===== src/hdl/lrii_pkg.sv =====
package lrii_pkg;

  localparam int W        = 32;
  localparam int F        = 16;
  localparam int TolBits  = 16;
  localparam int SqBits   = W + 2;
  localparam int DescBits = 2 * SqBits;
  localparam int NumBits  = W + 4;
  localparam int DenBits  = W + 1;
  localparam int CfgIdxBits = 1;

  localparam logic [CfgIdxBits-1:0] CfgCleanMode = 1'b0;
  localparam logic [CfgIdxBits-1:0] CfgTolerance = 1'b1;

  localparam logic ModeLinear = 1'b0;
  localparam logic ModeQuad   = 1'b1;

  typedef logic signed [W-1:0] word_t;

  typedef struct packed {
    logic  mode;
    word_t coef_c0;
    word_t coef_c1;
    word_t coef_c2;
    word_t lower_bound;
    word_t upper_bound;
  } in_item_t;

  typedef struct packed {
    word_t root_value;
    logic  last_of_run;
  } out_item_t;

  typedef struct packed {
    logic                quad;
    word_t               c0;
    word_t               c1;
    word_t               c2;
    word_t               lb;
    word_t               ub;
    logic [DescBits-1:0] desc;
  } job_t;

  function automatic logic [W-1:0] mag_w(word_t v);
    logic [W-1:0] u;
    u = v;
    return v[W-1] ? (~u + 1'b1) : u;
  endfunction

endpackage


===== src/hdl/lrii_fifo.sv =====
module lrii_fifo import lrii_pkg::*; (
  input  logic clk_i,
  input  logic rst_ni,
  input  logic push_i,
  input  job_t data_i,
  input  logic pop_i,
  output job_t data_o,
  output logic full_o,
  output logic empty_o
);

  job_t       mem_q [2];
  logic       wr_q, rd_q;
  logic [1:0] cnt_q;

  assign data_o  = mem_q[rd_q];
  assign full_o  = (cnt_q == 2'd2);
  assign empty_o = (cnt_q == 2'd0);

  always_ff @(posedge clk_i or negedge rst_ni) begin
    if (!rst_ni) begin
      wr_q  <= 1'b0;
      rd_q  <= 1'b0;
      cnt_q <= 2'd0;
    end else begin
      if (push_i) wr_q <= !wr_q;
      if (pop_i)  rd_q <= !rd_q;
      cnt_q <= cnt_q + {1'b0, push_i} - {1'b0, pop_i};
    end
  end

  always_ff @(posedge clk_i) begin
    if (push_i) mem_q[wr_q] <= data_i;
  end

endmodule


===== config.mk =====
export PLATFORM = sky130hd
export DESIGN_NAME = lrii_fifo
export DESIGN_NICKNAME = d
export VERILOG_FILES = /design/src/hdl/lrii_pkg.sv /design/src/hdl/lrii_fifo.sv
export SDC_FILE = /design/constraint.sdc
export NUM_CORES = 1
export LEC_CHECK = 0
export ABC_AREA = 1
export BUFFER_PORTS_ARGS = -buffer_cell sky130_fd_sc_hd__buf_2
export CAP_MARGIN = 20
export CORE_UTILIZATION = 30
export CTS_CLUSTER_SIZE = 28
export DETAILED_ROUTE_END_ITERATION = 10
export PLACE_DENSITY_LB_ADDON = 0.08
export SLEW_MARGIN = 30
export SYNTH_ARGS = -nofsm -noshare
export SYNTH_HDL_FRONTEND = slang
export SYNTH_SLANG_ARGS = --single-unit

===== constraint.sdc =====
create_clock -name clk_i -period 14.64 [get_ports clk_i]
set_input_delay 2.928 -clock clk_i [delete_from_list [all_inputs] [get_ports clk_i]]
set_output_delay 2.928 -clock clk_i [all_outputs]
set_load 0.005 [all_outputs]

==> key figures <==
Setup path
  • Critical path type: reg2out
  • CP Capture Type: output port
  • Worst Path Required: 11.71 ns
  • Most frequent CP cell: buf_4
  • CP max FO: 118
  • Worst path max stage delay: 0.69 ns
  • Worst path cell trace: buf_6, buf_4, buf_4, o21ai_0, buf_2
  • WP data arrival: 3.58 ns
  • Critical path's slowest cell: buf_4
  • Cell family with most CP delay: buffers and inverters
  • Worst setup SP type: register
  • Crit path buf inv count: 4

Floorplanning
  • Core Footprint: 0.0566 mm²
  • Die H: 242 µm
  • Cell Rows: 87
  • Starting Density: 30.5%
  • Die W: 242 µm
  • Die area: 0.0585 mm²
  • I/O Pins: 464

STA
  • Final Max Tran Viols: 0
  • Slew at the pin with the worst max-slew slack: 0.896 ns
  • Final Hold Fails: 0
  • Setup TNS: 0 ns
  • Max-slew headroom: 40.3%
  • Tcrit/Tclk final: 44.4%
  • RSZ-0062 raised after global routing: no
  • Setup violators final: 0
  • Achievable Freq: 154 MHz
  • Post-layout min period: 6.51 ns
  • Clock skew: 0.0116 ns

Power
  • Comb pwr share: 26.3%
  • Pwr dens: 189 mW/mm²
  • Flop pwr share: 44.1%
  • Internal: 2.87 mW
  • Psw: 1.27 mW
  • Sw Ratio: 30.6%
  • Max VDD drop: 0.0000958 V
  • Power share of the clock group: 29.6%
  • Lkg Pwr: 9.21 nW

Global routing
  • Largest net degree at the start of global routing: 119
  • Met2 Track Usage GR: 21.4%
  • Initial antenna violation count: 12
  • Total Routing Usage GR: 13.7%
  • Vias in the first global route: 9,839
  • Global-route wire length before repair: 60.4 mm
  • GR Overflow Total: 0
  • Busiest grt layer: met2
  • GR Util met1: 16.9%
  • Grt met3 use: 5.75%

Final layout
  • Layout Area Growth over Synthesis: 26.8%
  • Final design utilization: 38.7%
  • Multi-input logic area: 0.00213 mm²
  • Fill count: 5,460
  • Final Net Count: 1,935
  • Layout cells sized above 1: 32.1%
  • Flip-flop and latch area: 0.0139 mm²

Clock tree
  • Root Driver: clkbuf_16
  • # hold bufs at CTS: 0
  • Clock transition at path regs: 0.06 ns
  • Num CTS Buffers: 52
  • Clk buf depth: 3
  • H-tree depth: 2
  • Clock Sinks: 462
  • Worst skew pair latency: 0.57 ns
  • Postcts setup bufs: 0
  • CTS tree: done
  • CTS resizes: 0

Synthesis
  • Sequential-to-total area share from yosys stat: 80.2%
  • Synthesized cell area: 0.0173 mm²
  • Largest family of logic cells by synthesized area: buffers and inverters
  • Multiplexer share of the synthesized area: 0%
  • Synthesis-stage register bit count: 462
  • Syn. warnings: 0
  • Adder-cell area share of the yosys netlist: 0.145%
  • Leading area contributor after synthesis: edfxtp_1
  • Synth Area in Simple Gates: 5.20%
  • Synth top area cells: edfxtp_1 80%, o21ai_0 5.5%, inv_1 5.1%
  • Syn_area_per_cell: 14.1 µm²
  • Share of the synthesized area in the top cell type: 79.6%
  • Yosys cell types: 15
  • Synth Area in Compound Gates: 6.85%
  • Syn nets: 1,456
  • Post-Synth XOR/XNOR Area: 0.101%
  • Synthesized netlist cell count: 1,221

Drt
  • Final WL: 41.0 mm
  • DR pass1 iterations: 4
  • Vias per inst: 4.06
  • Vias post-DR: 10,200
  • Routed Antenna Nets: 0
  • Average routed wire per standard cell: 16.4 µm
  • Starting DRT DRC Count: 518
  • DRC viols: 0

Status
  • Outcome: finished clean

Hold path
  • Worst min path class: reg2reg

Placed design
  • HPWL Detailed: 27.5 mm
  • Gpl congestion: 0.789
  • Port-buffer cells: 463

Flow run
  • Max_cap viols: 0
[placed cells by master (no fill, tap or decap)]
cell and instances:
clkinv_1 7, edfxtp_1 458, o21ai_1 28, dfrtp_1 3, clkbuf_16 53, xor2_1 2
buf_4 8, buf_6 3, clkbuf_1 15, o21ai_2 10, buf_2 463, o21ai_0 191
bufinv_16 4, nand2_1 235, inv_8 1, inv_1 235, buf_16 2, diode_2 8
nand3_1 1, dfrtp_4 1, nor2_1 2, nor2_4 1, ha_1 2, clkinv_2 11
[registers in the layout (all words and copies together) (netlist names)]
name   flops
wr_q       1
cnt_q      2
mem_q    458
rd_q       1
[cell families (layout without fill, tap and decap cells)]
group,count (synthesis),after routing
AND/OR/NAND/NOR,239,239
adder cells (fa/ha/maj),2,2
other,0,8
flip-flops,462,462
AO/OA/AOI/OAI,229,229
buffers and inverters,287,802
XOR/XNOR,2,2
[metal layers]
layer	part of all wire (%)	wire (µm)	vias to the layer above
met5	0.25	104	-
met1	42	17000	4639
met2	46	18800	316
met4	2.6	1060	16
li1	-	-	5103
met3	9.8	4010	83
[worst paths after layout]
check                       start           to  slack (ns)  cells past startpoint
min in group asynchronous  rst_ni     cnt_q[0]        2.15                      1
setup / recovery             rd_q  data_o[185]        8.13                      5
setup reg to reg             wr_q  mem_q[1][6]       11.74                      4
hold reg to reg              wr_q         wr_q        0.55                      1
max in group asynchronous  rst_ni         rd_q       12.36                      1
hold / removal               wr_q         wr_q        0.55                      1
[final cells by class]
| type | count | area share, % |
|---|---|---|
| multi-input combinational | 472 | 9.74 |
| clock buffer | 68 | 6.31 |
| inverter | 236 | 4.08 |
| clock inverter | 22 | 0.920 |
| antenna | 8 | 0.0914 |
| timing repair buffer | 476 | 11.3 |
| sequential | 462 | 63.3 |
| tap | 756 | 4.32 |
[power groups by stage]
stage	Clock (mW)	Combinational [mW]	Sequential, mW
2_1_floorplan	0	0.623	1.91
3_3_place_gp	0	1.08	1.88
3_5_place_dp	0	1.09	1.88
4_1_cts	1.27	1.09	1.86
5_1_grt	1.32	1.23	1.85
6_report	1.23	1.09	1.82
[per-stage QoR]
stage	hold WS, ns	power [mW]	area [µm²]	std cells	setup slack (ns)
CTS	0.559	4.21	21800	2490	7.53
detailed placement	0.547	2.97	20200	2400	8.16
floorplan	0.463	2.53	17300	1221	1.28
finish	0.555	4.14	21900	2500	8.13
global placement	0.532	2.96	20200	2400	8.02
global route	0.598	4.40	21900	2494	7.77
[Yosys cell counts (all sizes together)]
cell	count
ha	2
xor2	2
dfrtp	4
buf	47
nor2	3
nand3	1
nand2	235
clkbuf	4
edfxtp	458
inv	236
o21ai	229
No activity file was read; power rests on OpenSTA's default activity.
