`src/hdl/lrii_pkg.sv`:
```
package lrii_pkg;

  localparam int W        = 32;
  localparam int F        = 16;
  localparam int TolBits  = 16;
  localparam int SqBits   = W + 2;
  localparam int DescBits = 2 * SqBits;
  localparam int NumBits  = W + 4;
  localparam int DenBits  = W + 1;
  localparam int CfgIdxBits = 1;

  localparam logic [CfgIdxBits-1:0] CfgCleanMode = 1'b0;
  localparam logic [CfgIdxBits-1:0] CfgTolerance = 1'b1;

  localparam logic ModeLinear = 1'b0;
  localparam logic ModeQuad   = 1'b1;

  typedef logic signed [W-1:0] word_t;

  typedef struct packed {
    logic  mode;
    word_t coef_c0;
    word_t coef_c1;
    word_t coef_c2;
    word_t lower_bound;
    word_t upper_bound;
  } in_item_t;

  typedef struct packed {
    word_t root_value;
    logic  last_of_run;
  } out_item_t;

  typedef struct packed {
    logic                quad;
    word_t               c0;
    word_t               c1;
    word_t               c2;
    word_t               lb;
    word_t               ub;
    logic [DescBits-1:0] desc;
  } job_t;

  function automatic logic [W-1:0] mag_w(word_t v);
    logic [W-1:0] u;
    u = v;
    return v[W-1] ? (~u + 1'b1) : u;
  endfunction

endpackage

```
`src/hdl/lrii_div.sv`:
```
module lrii_div import lrii_pkg::*; (
  input  logic                      clk_i,
  input  logic                      rst_ni,
  input  logic                      start_i,
  input  logic signed [NumBits-1:0] num_i,
  input  logic signed [DenBits-1:0] den_i,
  output logic                      done_o,
  output word_t                     quo_o
);

  localparam int DivW    = NumBits + F;
  localparam int RemBits = DenBits + 1;
  localparam int CntW    = $clog2(W);
  localparam logic [W-1:0] PosLim = {1'b0, {(W-1){1'b1}}};
  localparam logic [W-1:0] NegLim = {1'b1, {(W-1){1'b0}}};

  logic               busy_q, done_q, neg_q, sat_q;
  logic [CntW-1:0]    cnt_q;
  logic [RemBits-1:0] rem_q;
  logic [DenBits-1:0] dm_q;
  logic [W-1:0]       lo_q, q_q;

  logic [NumBits-1:0] nm;
  logic [DenBits-1:0] dm;
  logic [DivW-1:0]    big, hi;
  logic [RemBits-1:0] trial;
  logic               ge;
  logic [W-1:0]       lim, qf;

  always_comb begin
    nm    = num_i[NumBits-1] ? (~num_i + 1'b1) : num_i;
    dm    = den_i[DenBits-1] ? (~den_i + 1'b1) : den_i;
    big   = {nm, {F{1'b0}}};
    hi    = big >> W;
    trial = {rem_q[RemBits-2:0], lo_q[W-1]};
    ge    = trial >= {1'b0, dm_q};
    lim   = neg_q ? NegLim : PosLim;
    qf    = (sat_q || (q_q > lim)) ? lim : q_q;
    quo_o = neg_q ? (~qf + 1'b1) : qf;
  end

  assign done_o = done_q;

  always_ff @(posedge clk_i or negedge rst_ni) begin
    if (!rst_ni) begin
      busy_q <= 1'b0;
      done_q <= 1'b0;
      cnt_q  <= '0;
    end else begin
      done_q <= 1'b0;
      if (start_i) begin
        busy_q <= 1'b1;
        cnt_q  <= CntW'(W - 1);
      end else if (busy_q) begin
        cnt_q <= cnt_q - 1'b1;
        if (cnt_q == '0) begin
          busy_q <= 1'b0;
          done_q <= 1'b1;
        end
      end
    end
  end

  always_ff @(posedge clk_i) begin
    if (start_i) begin
      neg_q <= num_i[NumBits-1] != den_i[DenBits-1];
      // A quotient of 2^W or more is caught here and saturates.
      sat_q <= hi >= DivW'(dm);
      rem_q <= RemBits'(hi);
      lo_q  <= big[W-1:0];
      dm_q  <= dm;
      q_q   <= '0;
    end else if (busy_q) begin
      rem_q <= ge ? (trial - {1'b0, dm_q}) : trial;
      lo_q  <= {lo_q[W-2:0], 1'b0};
      q_q   <= {q_q[W-2:0], ge};
    end
  end

endmodule

```
`src/hdl/lrii_back.sv`:
```
module lrii_back import lrii_pkg::*; (
  input  logic               clk_i,
  input  logic               rst_ni,
  input  logic               clean_i,
  input  logic [TolBits-1:0] tol_i,
  input  logic               empty_i,
  input  job_t               job_i,
  output logic               pop_o,
  output logic               out_valid_o,
  input  logic               out_stall_i,
  output out_item_t          out_item_o
);

  typedef enum logic [2:0] {BkIdle, BkSqrt, BkStart, BkDiv, BkEmit} bk_state_e;

  localparam int CntW = $clog2(SqBits);

  bk_state_e           state_q;
  job_t                job_q;
  logic [CntW-1:0]     cnt_q;
  logic [DescBits-1:0] x_q;
  logic [SqBits+1:0]   rem_q;
  logic [SqBits-1:0]   root_q;
  word_t               res0_q, res1_q;
  logic [1:0]          nres_q;
  logic                idx_q;
  logic                out_valid_q;
  out_item_t           out_q;

  logic [SqBits+1:0]          rem_sh, trial;
  logic                       ge;
  logic signed [NumBits-1:0]  s_ext, c1e, c0e, num_a, num_b;
  logic signed [DenBits-1:0]  den_a, den_b;
  logic                       done_a, done_b, start, load;
  word_t                      qa, qb, ur, lr;
  logic signed [W:0]          lo_edge, lb_e, ub_e, ur_e, lr_e;
  logic                       win_l, win_u;
  logic [1:0]                 n;
  word_t                      r0, r1;

  always_comb begin
    rem_sh = {rem_q[SqBits-1:0], x_q[DescBits-1 -: 2]};
    trial  = {root_q, 2'b01};
    ge     = rem_sh >= trial;

    s_ext = {2'b00, root_q};
    c1e   = {{(NumBits-W){job_q.c1[W-1]}}, job_q.c1};
    c0e   = {{(NumBits-W){job_q.c0[W-1]}}, job_q.c0};
    num_a = job_q.quad ? (s_ext - c1e) : -c0e;
    num_b = -c1e - s_ext;
    den_b = {job_q.c2, 1'b0};
    den_a = job_q.quad ? den_b : {job_q.c1[W-1], job_q.c1};

    // A negative leading coefficient flips which quotient is the upper root.
    ur = job_q.c2[W-1] ? qb : qa;
    lr = job_q.c2[W-1] ? qa : qb;
    lb_e    = {job_q.lb[W-1], job_q.lb};
    ub_e    = {job_q.ub[W-1], job_q.ub};
    ur_e    = {ur[W-1], ur};
    lr_e    = {lr[W-1], lr};
    lo_edge = lb_e - (clean_i ? {{(W+1-TolBits){1'b0}}, tol_i} : '0);
    win_l   = (lr_e > lo_edge) && (lr_e < ub_e);
    win_u   = (ur_e > lo_edge) && (ur_e < ub_e);

    n  = 2'd0;
    r0 = ur;
    r1 = lr;
    if (job_q.quad) begin
      if (win_l) begin
        // The upper root goes out untested whenever the lower one is inside.
        n = (!clean_i || !job_q.c2[W-1]) ? 2'd2 : 2'd1;
      end else if (win_u && (!clean_i || job_q.c2[W-1])) begin
        n = 2'd1;
      end
    end else begin
      r0 = qa;
      if ((clean_i || (qa > job_q.lb)) && (qa < job_q.ub)) n = 2'd1;
    end
  end

  assign pop_o       = (state_q == BkIdle) && !empty_i;
  assign start       = (state_q == BkStart);
  assign load        = (state_q == BkEmit) && (!out_valid_q || !out_stall_i);
  assign out_valid_o = out_valid_q;
  assign out_item_o  = out_q;

  lrii_div u_div_a (
    .clk_i, .rst_ni, .start_i(start), .num_i(num_a), .den_i(den_a),
    .done_o(done_a), .quo_o(qa)
  );

  lrii_div u_div_b (
    .clk_i, .rst_ni, .start_i(start), .num_i(num_b), .den_i(den_b),
    .done_o(done_b), .quo_o(qb)
  );

  always_ff @(posedge clk_i or negedge rst_ni) begin
    if (!rst_ni) begin
      state_q     <= BkIdle;
      out_valid_q <= 1'b0;
      cnt_q       <= '0;
      idx_q       <= 1'b0;
      nres_q      <= 2'd0;
    end else begin
      if (load) begin
        out_valid_q <= 1'b1;
      end else if (!out_stall_i) begin
        out_valid_q <= 1'b0;
      end
      unique case (state_q)
        BkIdle: begin
          if (!empty_i) begin
            job_q  <= job_i;
            x_q    <= job_i.desc;
            rem_q  <= '0;
            root_q <= '0;
            cnt_q  <= CntW'(SqBits - 1);
            state_q <= job_i.quad ? BkSqrt : BkStart;
          end
        end
        BkSqrt: begin
          rem_q  <= ge ? (rem_sh - trial) : rem_sh;
          root_q <= {root_q[SqBits-2:0], ge};
          x_q    <= {x_q[DescBits-3:0], 2'b00};
          cnt_q  <= cnt_q - 1'b1;
          if (cnt_q == '0) state_q <= BkStart;
        end
        BkStart: begin
          state_q <= BkDiv;
        end
        BkDiv: begin
          if (done_a && done_b) begin
            res0_q <= r0;
            res1_q <= r1;
            nres_q <= n;
            idx_q  <= 1'b0;
            state_q <= (n == 2'd0) ? BkIdle : BkEmit;
          end
        end
        BkEmit: begin
          if (load) begin
            out_q.root_value  <= idx_q ? res1_q : res0_q;
            out_q.last_of_run <= ({1'b0, idx_q} == nres_q - 2'd1);
            idx_q             <= 1'b1;
            if ({1'b0, idx_q} == nres_q - 2'd1) state_q <= BkIdle;
          end
        end
        default: state_q <= BkIdle;
      endcase
    end
  end

endmodule

```
`config.mk`:
```
export PLATFORM = sky130hd
export DESIGN_NAME = lrii_back
export DESIGN_NICKNAME = d
export VERILOG_FILES = /design/src/hdl/lrii_pkg.sv /design/src/hdl/lrii_div.sv /design/src/hdl/lrii_back.sv
export SDC_FILE = /design/constraint.sdc
export NUM_CORES = 2
export LEC_CHECK = 0
export BUFFER_PORTS_ARGS = -buffer_cell sky130_fd_sc_hd__buf_2
export CORE_MARGIN = 3
export CORE_UTILIZATION = 55
export DETAILED_ROUTE_END_ITERATION = 16
export HOLD_SLACK_MARGIN = 0.12
export PLACE_DENSITY = 0.72
export SLEW_MARGIN = 20
export SYNTH_ARGS = -nofsm -noshare
export SYNTH_HDL_FRONTEND = slang
export SYNTH_HIERARCHICAL = 1
export SYNTH_SLANG_ARGS = --single-unit
```
`constraint.sdc`:
```
create_clock -name clk_i -period 7.7 [get_ports clk_i]
set_input_delay 1.155 -clock clk_i [delete_from_list [all_inputs] [get_ports clk_i]]
set_output_delay 1.155 -clock clk_i [all_outputs]
set_load 0.05 [all_outputs]
```
==> metrics.csv <==
metric,value,unit
outcome,"complete, but fails checks",
violated checks,setup timing,
Vert. Die Dim,304,um
Pre-antenna DRT Iters,9,
Final Skew,29.8,ps
Tot Pwr,22.0,mW
DRC viols,0,
CP peak stage delay,470,ps
core area,87600,um^2
CP Max Fanout,6,
CTS tree,done,
setup ws final,-51.0,ps
Worst Hold Class,flop to flop,
"Seq/Total Area, Yosys",0.379,
period utilization,1.01,
Final Hold Fails,0,
worst-skew pair later-pin latency,650,ps
slack of the worst reg-to-reg path,-50,ps
Worst VDD drop,0.000309,V
syn_area_per_cell,9.37,um^2
"EDFF count, synth",536,
"most common cell after layout, fill and taps aside",nand2_1,
grt total ovfl,0,
Initial Utilization,0.559,
Max transition margin,0.227,
die width,304,um
critical path's most frequent cell,or4_4,
layout cells sized above 1,0.145,
Post-synth top flop,edfxtp_1,
Reg2Reg Launch Point,u_div_b/neg_q,
total negative slack,-51.0,ps
critical setup path kind,flop to flop,
Synth Instances,5230,
most frequent cells in the layout,"560 x nand2_1, 536 x edfxtp_1, 511 x ha_1",
Routed Antenna Nets,0,
H-tree Lvls,3,
Synth cell types,106,
clock slew at reported path FFs,70,ps
Vias,41485,
DR vias/cell,6.14,
Routability Congestion,0.995,
total CTS buffers,75,
num ports,285,
FP Rows,108,
routed len/inst,21.3,um
CTS Sinks,653,
Worst Hold Launch,u_div_b/rem_q[29],
CTS Root Cell,clkbuf_16,
"Slowest-stage cell, CP",or4_4,
n_diodes,0,
minimum clock period,7750,ps
startpoint types,flop,
Area Growth Syn to Fin,12.8,%
Worst Hold End,u_div_b/rem_q[29],
synth warn,6,
PortBufs,284,
flip-flop and latch count after synthesis,653,
P_leak,24.3,nW
Worst R2R Path Depth,32,
hold buffers post-CTS,0,
"Cell Area, Synth",49000,um^2
final slew viol count,0,
hold path depth,2,
global-route wire length before repair,222,mm
# fillers,7489,
Tot GR Track Use,0.300,
PwrDens,397,nW/um^2
final setup fails,1,
CTS Buffer Depth,3,
Initial DRC Count,3929,
DIE AREA,92700,um^2
CP endpoint kind,flop,
Worst Tran Pin Value,1150,ps
Post-Place Worst Slack,-208,ps
critical path data arrival time,8320,ps
WL final,144,mm
RSZ-0062 raised after global routing,yes,
fmax,0.129,GHz
asr flop ratio synth,0.0413,
vias in the first global route,38873,
largest net degree at the start of global routing,137,
maxcap violations,0,
Nets,6327,
critical path required time,8270,ps
RR Endpoint,nres_q[0],
DP HPWL,109,mm
initial antenna violation count,2,
-- worst max-delay path: cells and delay by family (launching register included) --
family,cells,cell delay [ps]
DFF,1,450
adders and majority gates,3,800
xor gates and xnor gates,1,200
and+or+nand+nor,10,2800
muxes,1,350
AOI/OAI and AO/OA,14,2600
buffers and inverters,3,480
-- report_power, final --
part	internal (mW)	total [mW]	switching, mW
Clock	2.16	3.67	1.51
Combinational	5.11	12.9	7.81
Sequential	4.94	5.36	0.420
Total	12.2	22.0	9.75
-- stage by stage --
step / util / instances / hold WS [ps] / cell area, um^2
floorplan: - / 5234 / 434 / 49100
global placement: 0.597 / 6614 / 464 / 52300
detailed placement: 0.597 / 6614 / 470 / 52300
CTS: 0.627 / 6751 / 482 / 54900
global route: 0.631 / 6761 / 500 / 55300
finish: 0.631 / 6761 / 479 / 55300
-- cell usage after synthesis, types with 13 or more instances --
| master | n | area share |
|---|---|---|
| dfxtp_1 | 90 | 0.037 |
| and3_1 | 29 | 0.0037 |
| dfrtp_1 | 27 | 0.014 |
| nor3b_1 | 14 | 0.0021 |
| o21ai_0 | 220 | 0.022 |
| xor2_1 | 112 | 0.020 |
| nor2b_1 | 45 | 0.0057 |
| nand2b_1 | 50 | 0.0064 |
| a21o_1 | 163 | 0.025 |
| nor2_1 | 421 | 0.032 |
| o21bai_1 | 26 | 0.0040 |
| o22ai_1 | 14 | 0.0018 |
| o21ai_1 | 50 | 0.0051 |
| a31oi_1 | 51 | 0.0065 |
| o211ai_1 | 36 | 0.0055 |
| or3_1 | 53 | 0.0068 |
| a2111oi_0 | 16 | 0.0029 |
| nor4_1 | 63 | 0.0080 |
| inv_1 | 350 | 0.027 |
| or2_2 | 29 | 0.0037 |
| a21oi_1 | 328 | 0.034 |
| nand2_1 | 562 | 0.043 |
| nor3_1 | 113 | 0.012 |
| o21a_1 | 52 | 0.0080 |
| or4_1 | 28 | 0.0043 |
| a211oi_1 | 50 | 0.0077 |
| buf_1 | 20 | 0.0015 |
| o31ai_1 | 65 | 0.010 |
| a311oi_1 | 16 | 0.0029 |
| o41ai_1 | 25 | 0.0045 |
| mux2_2 | 126 | 0.029 |
| nand4_1 | 82 | 0.010 |
| clkbuf_1 | 163 | 0.012 |
| and2_1 | 26 | 0.0033 |
| a211o_1 | 17 | 0.0030 |
| and4_1 | 18 | 0.0032 |
| xnor2_1 | 209 | 0.037 |
| mux2i_1 | 119 | 0.024 |
| o311ai_0 | 13 | 0.0023 |
| ha_1 | 525 | 0.13 |
| nand3_1 | 91 | 0.0093 |
| edfxtp_1 | 536 | 0.33 |
-- logic make-up (layout without fill, tap and decap cells) --
group | count (synthesis) | after routing | synth area share
AO/OA/AOI/OAI | 1246 | 1246 | 0.165
XOR/XNOR | 321 | 321 | 0.0574
adder cells (fa/ha/maj) | 530 | 530 | 0.136
buffers and inverters | 547 | 919 | 0.0424
flip-flops | 653 | 653 | 0.379
multiplexers | 246 | 246 | 0.0535
other | 1 | 5 | 0.0000765
AND/OR/NAND/NOR | 1686 | 1686 | 0.167
-- repair_timing --
| action | 4_1_cts | 5_1_grt |
|---|---|---|
| cloned | 0 | 1 |
| setup buffers | 1 | 8 |
| pin swaps | 12 | 22 |
| endpoints found under the setup margin | 3 | 4 |
| resized for setup | 17 | 53 |
-- flip-flops by register name, indices dropped and copies added (netlist names), 2 cells and up --
signal,count
u_div_a/lo_q,16
u_div_b/rem_q,33
x_q,68
cnt_q,6
state_q,3
u_div_b/cnt_q,5
root_q,34
u_div_b/dm_q,33
c1e,32
u_div_b/lo_q,16
rem_q,34
den_b,32
u_div_a/rem_q,33
u_div_a/dm_q,33
c0e,32
u_div_b/q_q,32
job_q,65
nres_q,2
res1_q,32
u_div_a/q_q,32
u_div_a/cnt_q,5
out_item_o,33
res0_q,32
-- layout make-up --
class | instances | area, um^2 | share of cell area
Clock buffer | 87 | 1990 | 0.0359
Clock inverter | 49 | 509 | 0.00921
Timing Repair Buffer | 428 | 2610 | 0.0472
Sequential cell | 653 | 18600 | 0.336
Multi-Input combinational cell | 4034 | 28800 | 0.521
Tap cell | 1155 | 1450 | 0.0261
Inverter | 355 | 1340 | 0.0242
-- worst max path at each step --
stage / start / to / slack, ps / depth (start not counted)
global placement: u_div_b/neg_q / nres_q[0] / -50 / 32
detailed placement: u_div_b/neg_q / nres_q[0] / -210 / 33
finish: u_div_b/neg_q / nres_q[0] / -50 / 32
CTS: u_div_b/neg_q / nres_q[0] / 10 / 33
floorplan: u_div_b/neg_q / nres_q[0] / -150 / 32
global route: u_div_b/neg_q / nres_q[0] / -260 / 35
-- routing by layer --
layer	part of all wire	global-route usage	vias to the layer above
li1	-	-	19854
met1	0.44	0.419	19676
met2	0.45	0.475	1664
met3	0.073	0.0446	291
met4	0.041	0.106	0
met5	0	0	-
(Power assumes the default switching activity.)
